===== config.mk =====
export PLATFORM = sky130hd
export DESIGN_NAME = patan_div
export DESIGN_NICKNAME = d
export VERILOG_FILES = /design/src/hdl/patan_pkg.sv /design/src/hdl/patan_div.sv
export SDC_FILE = /design/constraint.sdc
export NUM_CORES = 1
export LEC_CHECK = 0
export BUFFER_PORTS_ARGS = -buffer_cell sky130_fd_sc_hd__buf_2
export CAP_MARGIN = 25
export CORE_MARGIN = 1.5
export CORE_UTILIZATION = 55
export DETAILED_ROUTE_END_ITERATION = 10
export PLACE_DENSITY = 0.82
export SYNTH_ARGS = -nofsm -noshare
export SYNTH_HDL_FRONTEND = slang
export SYNTH_SLANG_ARGS = --single-unit

===== constraint.sdc =====
create_clock -name i_clk -period 6.95 [get_ports i_clk]
set_input_delay 0.3475 -clock i_clk [delete_from_list [all_inputs] [get_ports i_clk]]
set_output_delay 0.3475 -clock i_clk [all_outputs]
set_load 0.005 [all_outputs]

===== src/hdl/patan_pkg.sv =====
// patan_pkg: shared types, fixed-point constants and rounding helpers
// for the polynomial atan2 pipeline. No dependencies.
package patan_pkg;

    // Ratio format: unsigned, 16 fraction bits, 0 .. 1.0 inclusive
    localparam int RATIO_FRAC = 16;
    localparam int RATIO_W    = RATIO_FRAC + 1;

    // Signed working word for polynomial terms (Q16) and its product width
    localparam int TERM_W = 18;
    localparam int PROD_W = 2 * TERM_W;

    // Width of the angle field on the output port
    localparam int ANGLE_W = 16;

    typedef logic signed [TERM_W-1:0] t_q16;
    typedef logic signed [PROD_W-1:0] t_prod;

    // Octant and quadrant flags that ride along with each beat
    typedef struct packed {
        logic oct;   // |y| > |x|: reflect about pi/2
        logic xneg;  // x < 0: reflect about pi
        logic yneg;  // y < 0: negate
    } t_side;

    // Polynomial coefficients in Q16
    localparam t_q16 COEF_C3 = -18'sd3047;
    localparam t_q16 COEF_C2 = 18'sd10441;
    localparam t_q16 COEF_C1 = 18'sd21471;

    // pi with 60 fraction bits
    localparam logic [63:0] PI_Q60 = 64'h3243F6A8885A308D;

    // Signed Q16 x Q16 multiply, full product
    function automatic t_prod mul_q16(input t_q16 a, input t_q16 b);
        t_prod ea;
        t_prod eb;
        ea = PROD_W'(a);
        eb = PROD_W'(b);
        return ea * eb;
    endfunction

    // Drop 16 fraction bits, round to nearest, ties away from zero
    function automatic t_q16 rnd_q16(input t_prod p);
        logic [PROD_W-1:0] mag;
        logic [PROD_W-1:0] m;
        mag = p[PROD_W-1] ? PROD_W'(-p) : PROD_W'(p);
        m   = (mag + (PROD_W'(1) << (RATIO_FRAC - 1))) >> RATIO_FRAC;
        return p[PROD_W-1] ? -$signed(m[TERM_W-1:0]) : $signed(m[TERM_W-1:0]);
    endfunction

endpackage


===== src/hdl/patan_div.sv =====
// patan_div: pipelined restoring divider, one quotient bit per stage.
// Produces floor(small * 2^16 / large), zero when large is zero.
// Depends on patan_pkg.
module patan_div #(
    parameter int COORD_BITS = 16
) (
    input  logic                              i_clk,
    input  logic                              i_rst_n,
    input  logic                              i_valid,
    output logic                              o_stall,
    input  logic [COORD_BITS-1:0]             i_small,
    input  logic [COORD_BITS-1:0]             i_large,
    input  patan_pkg::t_side                  i_side,
    output logic                              o_valid,
    input  logic                              i_stall,
    output logic [patan_pkg::RATIO_W-1:0]     o_ratio,
    output patan_pkg::t_side                  o_side
);

    localparam int NS = patan_pkg::RATIO_W;

    logic [NS-1:0]            r_v;
    logic [COORD_BITS-1:0]    r_rem   [NS];
    logic [COORD_BITS-1:0]    r_large [NS];
    logic [NS-1:0]            r_q     [NS];
    patan_pkg::t_side         r_side  [NS];

    logic [NS:0]              en;
    logic [NS-1:0]            n_v;
    logic [COORD_BITS:0]      trial   [NS];
    logic [COORD_BITS:0]      diff    [NS];
    logic [COORD_BITS-1:0]    lg      [NS];
    logic [NS-1:0]            q_in    [NS];
    logic [NS-1:0]            ge;
    logic [COORD_BITS-1:0]    n_rem   [NS];
    logic [NS-1:0]            n_q     [NS];
    patan_pkg::t_side         n_side  [NS];

    // A stage moves when it is empty or the one after it moves
    always_comb begin
        en[NS] = !i_stall;
        for (int k = NS - 1; k >= 0; k--) begin
            en[k] = !r_v[k] || en[k+1];
        end
    end

    // One compare-subtract per stage; MSB of the quotient comes first
    always_comb begin
        for (int k = 0; k < NS; k++) begin
            if (k == 0) begin
                trial[k]  = {1'b0, i_small};
                lg[k]     = i_large;
                q_in[k]   = '0;
                n_v[k]    = i_valid;
                n_side[k] = i_side;
            end else begin
                trial[k]  = {r_rem[k-1], 1'b0};
                lg[k]     = r_large[k-1];
                q_in[k]   = r_q[k-1];
                n_v[k]    = r_v[k-1];
                n_side[k] = r_side[k-1];
            end
            diff[k]  = trial[k] - {1'b0, lg[k]};
            ge[k]    = trial[k] >= {1'b0, lg[k]};
            n_rem[k] = ge[k] ? diff[k][COORD_BITS-1:0] : trial[k][COORD_BITS-1:0];
            // zero divisor: quotient bits forced low
            n_q[k]   = {q_in[k][NS-2:0], ge[k] && (lg[k] != '0)};
        end
    end

    always_ff @(posedge i_clk) begin
        if (!i_rst_n) begin
            r_v <= '0;
        end else begin
            for (int k = 0; k < NS; k++) begin
                if (en[k]) begin
                    r_v[k] <= n_v[k];
                end
            end
        end
    end

    always_ff @(posedge i_clk) begin
        for (int k = 0; k < NS; k++) begin
            if (en[k]) begin
                r_rem[k]   <= n_rem[k];
                r_large[k] <= lg[k];
                r_q[k]     <= n_q[k];
                r_side[k]  <= n_side[k];
            end
        end
    end

    assign o_stall = !en[0];
    assign o_valid = r_v[NS-1];
    assign o_ratio = r_q[NS-1];
    assign o_side  = r_side[NS-1];

endmodule


==> results_dict.tcl <==
set metrics [dict create \
    dp.cells 4271 \
    start_util_pct 55.7 \
    status "finished, final reports clean" \
    hold_path_depth 1 \
    regArea_mm2 0.0218 \
    diodes 0 \
    ys_warn_count 0 \
    die_w_um 270 \
    tritoncts "yes" \
    synth_ff_type "edfxtp_1" \
    cp_common_cell "and2_1" \
    overflow 0 \
    cts_max_level 3 \
    via_count 26300 \
    setup-tns-final_ns 0 \
    synth_nets 3628 \
    rr_worst_depth 10 \
    synthTopCellsByCount "716 x edfxtp_1, 356 x inv_1, 271 x ha_1" \
    die_h_um 270 \
    cts_setup_buffers 0 \
    worst_path_max_delay_cell "nor3_1" \
    rows 97 \
    cp.required_ns 6.60 \
    setup_viol 0 \
    vdd_drop_max_mv 0.352 \
    clk_pin_slew_ns 0.06 \
    fin_crit_ns 3.80 \
    drt.antenna.violating_nets 0 \
    synth_area_leaders "edfxtp_1 55%, ha_1 8.7%, inv_1 3.4%, mux2_2 3.2%, a21oi_1 2.2%" \
    max-slew-margin-rel_pct 33.9 \
    worst_slew_pin_slew_ns 0.984 \
    synth.ff_latch_count 733 \
    path_max_fanout 48 \
    cts.sinks 733 \
    dr_wl_met2_um 41100 \
    worstHoldPathType "in -> reg" \
    critPathKind "reg -> out" \
    vias_per_cell 5.95 \
    cts_root_buffer "clkbuf_16" \
    ys_async_sr_fraction_pct 0 \
    pre_cts_slack_ns 3.21 \
    finalCritPeriodShare_pct 54.7 \
    met3_length_um 5560 \
    drtIter0Drc 2607 \
    grtUsageTotal_pct 23.1 \
    fin_cells 4429 \
    max-clock-path-buffers 3 \
    finalHoldViolCount 0 \
    wirelength_um 85500 \
    worstSetupStartpointType "flop" \
    io_buffers 60 \
    avgSynthCellArea_um2 11.8 \
    finalClockSkew_ns 0.0167 \
    cts_buffers 75 \
    cp-end-kind "output port" \
    netlist.area_leader.share_pct 55.0 \
    final_util_pct 61.5 \
    synth.most_common_cell "edfxtp_1" \
    grt_pass1_vias 25400 \
    max_stage_delay_ns 0.45 \
    coreArea_mm2 0.0701 \
    powerDensity_mw_per_mm2 462 \
    postPlaceCellArea_mm2 0.0404 \
    worstPathCellList "nand2_1 > buf_4 > nor2_1 > and2_1 > inv_2 > nor3_1 > and2_1 > and3_1 > buf_2" \
    worst_slack_ns 3.15 \
    yosysSeqAreaShare_pct 55.9 \
    synth_top_area_cell "edfxtp_1" \
    topRoutingLayerUsed "met5" \
    worst_r2r_endpoint "r_side[0][2]$_DFFE_PP_" \
    grt_setup_unrepaired "no" \
    n_fill_cell 5306 \
    drc 0 \
    max_freq_mhz 263 \
    r2r_slack_ns 3.45 \
    grt_pass1_wl_um 135000 \
    multi_input_area_mm2 0.0157 \
    grt_max_degree 52 \
    antenna_found_initial 2 \
    r2r_start "r_v[16]$_SDFFE_PN0P_" \
    ys_types 76 \
    die-area_mm2 0.0727 \
    fin_nets 3755 \
    syn2layout_area_growth_pct 10.4 \
    hold_start "i_large[1]" \
    leakagePower_uw 0.0176 \
    met1_length_um 35700 \
    gp_congestion 0.916 \
    worstPathArrival_ns 3.46 \
    netlist_area_mm2 0.0391 \
    synth_edf_count 716 \
    dp_hpwl_um 61900 \
    boundaryPins 61 \
    min_to "r_large[0][1]$_DFFE_PP_" \
    max-cap-violations 0 \
    first_pass_iters 6 \
    slew_viol_final 0 \
    final_area_mm2 0.0431 \
    postSynthCellCount 3302 \
    drive_gt1_share_pct 10.5 \
    routedWlPerCell_um 19.3 \
    clk_latency_ns 0.61 \
]
critical path, delay by kind of cell (launching register included):
family | cells | cell delay (ns)
buffers and inverters | 3 | 0.82
flip-flops | 1 | 0.35
AND/OR/NAND/NOR | 6 | 1.64
layout by cell type (no fill, tap or decap), types with 17 or more instances in the layout:
| cell type | netlist | routed |
|---|---|---|
| or2_2 | 24 | 24 |
| a211oi_1 | 32 | 32 |
| nand2_1 | 213 | 209 |
| o21a_1 | 50 | 50 |
| xor2_1 | 65 | 65 |
| buf_2 | 9 | 60 |
| dfxtp_1 | 17 | 17 |
| and2_1 | 27 | 27 |
| mux2_2 | 111 | 111 |
| inv_1 | 356 | 352 |
| nor2_1 | 204 | 204 |
| a31oi_1 | 23 | 23 |
| nand4_1 | 55 | 55 |
| nand2b_1 | 34 | 34 |
| ha_1 | 271 | 271 |
| a21o_1 | 55 | 55 |
| clkbuf_1 | 24 | 17 |
| nand3_1 | 51 | 49 |
| a21oi_1 | 170 | 170 |
| o21ai_0 | 167 | 167 |
| clkbuf_16 | 0 | 79 |
| mux2i_1 | 31 | 31 |
| o31ai_1 | 35 | 35 |
| xnor2_1 | 86 | 86 |
| nor4_1 | 78 | 78 |
| dlygate4sd3_1 | 0 | 18 |
| edfxtp_1 | 716 | 716 |
| nor2b_1 | 49 | 49 |
| nor3_1 | 89 | 89 |
worst max path at each step:
stage,from,to,slack [ns],depth (start not counted)
global placement,i_stall,r_large[0][1]$_DFFE_PP_,3.35,11
global route,r_v[16]$_SDFFE_PN0P_,o_stall,2.84,9
detailed placement,i_stall,r_large[0][1]$_DFFE_PP_,3.21,11
CTS,r_v[16]$_SDFFE_PN0P_,o_stall,3.07,9
floorplan,i_stall,r_large[0][0]$_DFFE_PP_,3.01,8
finish,r_v[16]$_SDFFE_PN0P_,o_stall,3.15,9
kinds of logic after synthesis:
kind of cell	Yosys count	share of synthesized area, %
DFF	733	55.9
AOI/OAI and AO/OA	697	11.8
and+or+nand+nor	895	11.5
adders and majority gates	287	9.50
muxes	142	3.99
xor gates and xnor gates	151	3.38
buffers and inverters	397	3.97
power breakdown:
part | switching, µW | internal (µW)
Combinational | 4660 | 3670
Sequential | 787 | 6790
Clock | 1660 | 2370
metrics by stage:
| step | total power, µW | hold slack [ns] |
|---|---|---|
| CTS | 19900 | 0.00973 |
| finish | 19900 | 0.0386 |
| detailed placement | 15700 | 0.405 |
| floorplan | 13800 | 0.400 |
| global placement | 15400 | 0.400 |
| global route | 21100 | 0.0237 |
what timing repair did:
action | in CTS | in global routing
hold buffers | 18 | 0
hold endpoints to repair | 18 | 0
gates resized for setup | 0 | 0
area by class of cell:
type	instances	area share [%]
multi-input cells	2172	36.4
clock inverters	35	0.780
well taps	940	2.73
flip-flops and latches	733	50.6
inverters	356	3.10
repair buffers	91	1.43
clock buffers	102	4.92
sequential cells by signal (all words and copies together) (netlist names):
register,flops
r_v,17
r_large,256
r_side,51
r_q,153
r_rem,256
metal layers:
metal / up-vias / global-route usage (%)
met5: - / 0
met4: 4 / 8.09
met3: 216 / 3.86
met2: 931 / 38.7
met1: 12600 / 30.6
li1: 12600 / -
Power figures use the tool's default switching activity.
