===== config.mk =====
export PLATFORM = sky130hd
export DESIGN_NAME = patan_poly
export DESIGN_NICKNAME = d
export VERILOG_FILES = /design/src/hdl/patan_pkg.sv /design/src/hdl/patan_poly.sv
export SDC_FILE = /design/constraint.sdc
export NUM_CORES = 2
export LEC_CHECK = 0
export ABC_AREA = 1
export BUFFER_PORTS_ARGS = -buffer_cell sky130_fd_sc_hd__buf_2
export CAP_MARGIN = 5
export CORE_MARGIN = 3
export CORE_UTILIZATION = 40
export CTS_CLUSTER_DIAMETER = 40
export DETAILED_ROUTE_END_ITERATION = 8
export GPL_TIMING_DRIVEN = 0
export PLACE_DENSITY = 0.54
export RECOVER_POWER = 100
export SYNTH_ARGS = -nofsm -noshare
export SYNTH_HDL_FRONTEND = slang
export SYNTH_SLANG_ARGS = --single-unit

===== constraint.sdc =====
create_clock -name i_clk -period 10.6 [get_ports i_clk]
set_input_delay 2.12 -clock i_clk [delete_from_list [all_inputs] [get_ports i_clk]]
set_output_delay 2.12 -clock i_clk [all_outputs]
set_load 0.1 [all_outputs]

===== src/hdl/patan_pkg.sv =====
// patan_pkg: shared types, fixed-point constants and rounding helpers
// for the polynomial atan2 pipeline. No dependencies.
package patan_pkg;

    // Ratio format: unsigned, 16 fraction bits, 0 .. 1.0 inclusive
    localparam int RATIO_FRAC = 16;
    localparam int RATIO_W    = RATIO_FRAC + 1;

    // Signed working word for polynomial terms (Q16) and its product width
    localparam int TERM_W = 18;
    localparam int PROD_W = 2 * TERM_W;

    // Width of the angle field on the output port
    localparam int ANGLE_W = 16;

    typedef logic signed [TERM_W-1:0] t_q16;
    typedef logic signed [PROD_W-1:0] t_prod;

    // Octant and quadrant flags that ride along with each beat
    typedef struct packed {
        logic oct;   // |y| > |x|: reflect about pi/2
        logic xneg;  // x < 0: reflect about pi
        logic yneg;  // y < 0: negate
    } t_side;

    // Polynomial coefficients in Q16
    localparam t_q16 COEF_C3 = -18'sd3047;
    localparam t_q16 COEF_C2 = 18'sd10441;
    localparam t_q16 COEF_C1 = 18'sd21471;

    // pi with 60 fraction bits
    localparam logic [63:0] PI_Q60 = 64'h3243F6A8885A308D;

    // Signed Q16 x Q16 multiply, full product
    function automatic t_prod mul_q16(input t_q16 a, input t_q16 b);
        t_prod ea;
        t_prod eb;
        ea = PROD_W'(a);
        eb = PROD_W'(b);
        return ea * eb;
    endfunction

    // Drop 16 fraction bits, round to nearest, ties away from zero
    function automatic t_q16 rnd_q16(input t_prod p);
        logic [PROD_W-1:0] mag;
        logic [PROD_W-1:0] m;
        mag = p[PROD_W-1] ? PROD_W'(-p) : PROD_W'(p);
        m   = (mag + (PROD_W'(1) << (RATIO_FRAC - 1))) >> RATIO_FRAC;
        return p[PROD_W-1] ? -$signed(m[TERM_W-1:0]) : $signed(m[TERM_W-1:0]);
    endfunction

endpackage


===== src/hdl/patan_poly.sv =====
// patan_poly: five-stage pipeline for r + r^3*(-c1 + r^2*(c2 + r^2*c3)),
// one multiply and rounding per stage, Q16 throughout.
// Depends on patan_pkg.
module patan_poly (
    input  logic                              i_clk,
    input  logic                              i_rst_n,
    input  logic                              i_valid,
    output logic                              o_stall,
    input  logic [patan_pkg::RATIO_W-1:0]     i_ratio,
    input  patan_pkg::t_side                  i_side,
    output logic                              o_valid,
    input  logic                              i_stall,
    output patan_pkg::t_q16                   o_atan,
    output patan_pkg::t_side                  o_side
);

    localparam int NS = 5;
    localparam int RW = patan_pkg::RATIO_W;

    logic [NS-1:0]       r_v;
    logic [NS-1:0]       n_v;
    logic [NS:0]         en;
    patan_pkg::t_side    r_side [NS];

    logic [RW-1:0]       r0_r, r0_sq;
    logic [RW-1:0]       r1_r, r1_sq;
    patan_pkg::t_q16     r1_t;
    logic [RW-1:0]       r2_r, r2_sq;
    patan_pkg::t_q16     r2_t;
    logic [RW-1:0]       r3_r;
    patan_pkg::t_q16     r3_t;
    patan_pkg::t_q16     r4_a;

    patan_pkg::t_q16     n0_sq, n1_t, n2_t, n3_t, n4_a;

    // Ready chain, same rule as the divider
    always_comb begin
        en[NS] = !i_stall;
        for (int k = NS - 1; k >= 0; k--) begin
            en[k] = !r_v[k] || en[k+1];
        end
    end

    // Valid bit each stage would take: input valid, then the stage before
    assign n_v = {r_v[NS-2:0], i_valid};

    // Stage arithmetic: multiply, round, then the coefficient or r add where the stage has one
    always_comb begin
        n0_sq = patan_pkg::rnd_q16(patan_pkg::mul_q16($signed({1'b0, i_ratio}),
                                                      $signed({1'b0, i_ratio})));
        n1_t  = patan_pkg::rnd_q16(patan_pkg::mul_q16(patan_pkg::COEF_C3,
                                                      $signed({1'b0, r0_sq})))
                + patan_pkg::COEF_C2;
        n2_t  = patan_pkg::rnd_q16(patan_pkg::mul_q16(r1_t, $signed({1'b0, r1_sq})))
                - patan_pkg::COEF_C1;
        n3_t  = patan_pkg::rnd_q16(patan_pkg::mul_q16(r2_t, $signed({1'b0, r2_sq})));
        n4_a  = patan_pkg::rnd_q16(patan_pkg::mul_q16(r3_t, $signed({1'b0, r3_r})))
                + $signed({1'b0, r3_r});
    end

    always_ff @(posedge i_clk) begin
        if (!i_rst_n) begin
            r_v <= '0;
        end else begin
            for (int k = 0; k < NS; k++) begin
                if (en[k]) begin
                    r_v[k] <= n_v[k];
                end
            end
        end
    end

    always_ff @(posedge i_clk) begin
        if (en[0]) begin
            r0_r      <= i_ratio;
            r0_sq     <= n0_sq[RW-1:0];
            r_side[0] <= i_side;
        end
        if (en[1]) begin
            r1_r      <= r0_r;
            r1_sq     <= r0_sq;
            r1_t      <= n1_t;
            r_side[1] <= r_side[0];
        end
        if (en[2]) begin
            r2_r      <= r1_r;
            r2_sq     <= r1_sq;
            r2_t      <= n2_t;
            r_side[2] <= r_side[1];
        end
        if (en[3]) begin
            r3_r      <= r2_r;
            r3_t      <= n3_t;
            r_side[3] <= r_side[2];
        end
        if (en[4]) begin
            r4_a      <= n4_a;
            r_side[4] <= r_side[3];
        end
    end

    assign o_stall = !en[0];
    assign o_valid = r_v[NS-1];
    assign o_atan  = r4_a;
    assign o_side  = r_side[NS-1];

endmodule


==> results.md <==
- Outcome: finished, violations left
- Failing checks: capacitance limit, slew limit
- Vias in the first global route: roughly 52k
- Gr ovfl total: 0
- Top Ports: between 40 and 50
- Number of synthesized flops with an enable pin: about 200
- DRT Pass-1 Iters: 7
- Placed insts: between 10k and 15k
- Hold Path Stages: 0
- Min-Delay Path Class: flop to flop
- Share of layout cells above drive strength 1: 0.0444
- Post-synthesis instance area: approximately 0.064 mm^2
- CP Launch Point: r3_t[17]$_DFFE_PP_
- Via density: 4.77
- Ant. Diodes: 0
- Post-synthesis cell type count: between 60 and 70
- Dpl ws: -1.15 ns
- Critical path type: flop to flop
- Worst path most repeated cell: nand2_1
- Drt drc: 0
- Flops & latches, synth: 211
- M1 GR Usage: 0.291
- Nets: between 10k and 15k
- Crit path to: o_atan[16]$_DFFE_PP_
- First-pass GRT wire length: between 200 and 300 mm
- CP Capture Type: flop
- Worst-case clock buffer depth: 3
- Max-slew violations: between 100 and 150
- Final Setup Violations: 0
- Grt met3 use: 0.0187
- Slew margin rel.: -0.603
- Final Hold Fails: 0
- Worst R2R Start: r3_t[17]$_DFFE_PP_
- Clock Tree Root: clkbuf_16
- Reg2reg path depth: 50
- Total CTS buffers: 39
- Routed WL per cell: 15.8 um
- Max frequency: 0.0991 GHz
- GRT busiest layer: met2
- H-tree depth: 2
- Die Ht: just over 400 um
- Net Count, Synth: 10.1k
- Vias: 50.4k
- Cell count after synthesis: ~8.4k
- YS warnings: 0
- Layout Area Growth over Synthesis: 7.13%
- Largest net degree at the start of global routing: 39
- Main synth FF type: edfxtp_1
- Die Area: between 0.15 and 0.2 mm^2
- M2 GR Usage: 0.358
- Initial antenna violation count: 0
- Final WS setup: about 0.51 ns
- Clk_skew: approximately 0.075 ns
- FFs w/ async S/R, synth: 0
- Clk_lat worst skew: 0.61 ns
- CTS tree: done
- Post-CTS Hold Fix Bufs: 0
- Clock slew at reported path FFs: approximately 0.060 ns
- Worst path slowest cell: fa_2
- Clk sink count: 211
- Die W: between 400 and 500 um
- Final Cycle Share: 0.952
- GRT Util Overall: 0.209
- Fin cells: approximately 11k
- Final Wtd Congestion: roughly 0.91
- Data required, critical path: approximately 11 ns
- Crit path max fanout: 10
- FP Rows: approximately 150
- Arr. time, crit path: between 10 and 15 ns
- Max cap viols: 3
- Register area share after synthesis: 0.0988
- Initial core utilization: 0.405
- Mean Syn Cell Area: 7.60 um^2
- WL final: between 150 and 200 mm
- Worst flop-to-flop path endpoint: o_atan[16]$_DFFE_PP_
- DR iter-0 viols: roughly 2.8k
- Tightest Pin Transition: 2.41 ns
- Fin crit period: between 10 and 15 ns
- Port Buffers: 46
- CP peak stage delay: 0.58 ns
- Startpoint types: flop
- Detailed placer's ending HPWL: between 100 and 150 mm
- Reg2reg setup slack: between 0.5 and 0.6 ns
- WHS: between 0.4 and 0.5 ns
- Antenna Violating Nets Remaining: 0
- Core area: 0.157 mm^2
[through the flow]
step | util | setup TNS [ns] | area [um^2]
2_1_floorplan | - | 0 | 63600
3_3_place_gp | 0.423 | -7.15 | 66400
3_5_place_dp | 0.423 | -6.55 | 66500
4_1_cts | 0.433 | 0 | 68000
5_1_grt | 0.434 | -0.115 | 68200
6_report | 0.434 | 0 | 68200
[synthesized netlist by cell type, types with 6 or more instances]
cell,number,area (um^2)
xor2_1,125,1090
inv_1,2423,9090
edfxtp_1,206,6190
o21bai_1,21,158
buf_4,9,67.6
nand3_1,333,1670
clkbuf_1,244,916
a21oi_1,161,806
o21ai_0,86,430
nand3b_1,29,218
ha_1,536,6710
nand2_1,2230,8370
nor3_1,38,190
o21ai_1,8,40.0
a31oi_1,8,50.1
buf_2,6,30.0
a21oi_2,10,87.6
nor4_1,17,106
nand2_4,7,78.8
a21o_1,11,82.6
nand3_2,16,160
xnor2_1,65,569
nand4_1,89,557
fa_1,1157,23200
buf_1,9,33.8
nand2_2,66,413
inv_2,11,41.3
nor2_2,35,219
nor2_1,332,1250
nor2_4,16,180
[flip-flops by register name, summed over array words and instances, names as in the netlist]
signal and count:
r0_sq 17, r1_r 17, r2_r 17, r1_t 18
r_side 15, r0_r 17, r_v 5, r3_t 18
r2_t 18, o_atan 18, r1_sq 17, r2_sq 17
r3_r 17
[routing by layer]
layer | vias to the layer above | part of all wire
li1 | 24538 | -
met5 | - | 0
met1 | 24669 | 0.46
met2 | 1029 | 0.48
met3 | 177 | 0.045
met4 | 0 | 0.018
[worst max-delay path, delay by kind of cell, from the launching register on]
kind	cells	cell delay, ns
adders and majority gates	9	4.08
and+or+nand+nor	18	1.94
AOI/OAI and AO/OA	11	1.52
buffers and inverters	9	1.08
xor gates and xnor gates	3	0.74
DFF	1	0.48
[cells in the final DEF (no fill, tap or decap), types with 12 or more instances in the layout]
cell type / netlist / routed
nor3_1: 38 / 38
a21oi_1: 161 / 158
nand4_1: 89 / 89
inv_2: 11 / 12
edfxtp_1: 206 / 206
clkbuf_16: 0 / 39
ha_1: 536 / 531
buf_4: 9 / 52
xnor2_1: 65 / 65
nor2_4: 16 / 17
nand2_1: 2230 / 2230
clkbuf_2: 0 / 26
nor2_1: 332 / 330
inv_1: 2423 / 2422
xor2_1: 125 / 125
o21bai_1: 21 / 21
nand2_2: 66 / 66
nor4_1: 17 / 16
buf_2: 6 / 14
a21oi_2: 10 / 13
nand3b_1: 29 / 29
nand3_1: 333 / 333
clkbuf_1: 244 / 232
nor2_2: 35 / 36
nand3_2: 16 / 16
fa_1: 1157 / 1154
o21ai_0: 86 / 83
[area by class of cell]
class / instances / area, um^2
Buffer: 254 / 1170
Clock buffer: 44 / 995
Clock inverter: 28 / 368
Fill cell: 16240 / 88900
Inverter: 2438 / 9150
Multi-Input combinational cell: 5451 / 47200
Sequential cell: 211 / 6290
Tap cell: 2058 / 2570
Timing Repair Buffer: 86 / 467
[repair_timing]
action	in CTS	in global routing
endpoints found under the setup margin	10	7
gates resized for setup	58	67
buffers inserted	8	28
pin swaps	1	10
[how the worst min path moves through the flow]
stage / slack, ns / startpoint / to
after floorplan: 0.40 / r0_r[0]$_DFFE_PN_ / r1_r[0]$_DFFE_PP_
after global placement: 0.40 / r1_r[15]$_DFFE_PP_ / r2_r[15]$_DFFE_PP_
after detailed placement: 0.40 / r0_r[11]$_DFFE_PN_ / r1_r[11]$_DFFE_PP_
after CTS: 0.41 / r1_r[3]$_DFFE_PP_ / r2_r[3]$_DFFE_PP_
after global routing: 0.42 / r1_r[3]$_DFFE_PP_ / r2_r[3]$_DFFE_PP_
final: 0.41 / r0_r[5]$_DFFE_PN_ / r1_r[5]$_DFFE_PP_
[cells by family after synthesis]
| logic type | share of synthesized area |
|---|---|
| adders and majority gates | 0.469 |
| DFF | 0.0988 |
| AOI/OAI and AO/OA | 0.0300 |
| and+or+nand+nor | 0.213 |
| muxes | 0.000177 |
| xor gates and xnor gates | 0.0273 |
| buffers and inverters | 0.161 |
Power is not shown: default switching activity piles up to over one toggle a cycle in this logic, so the estimate is an artifact.
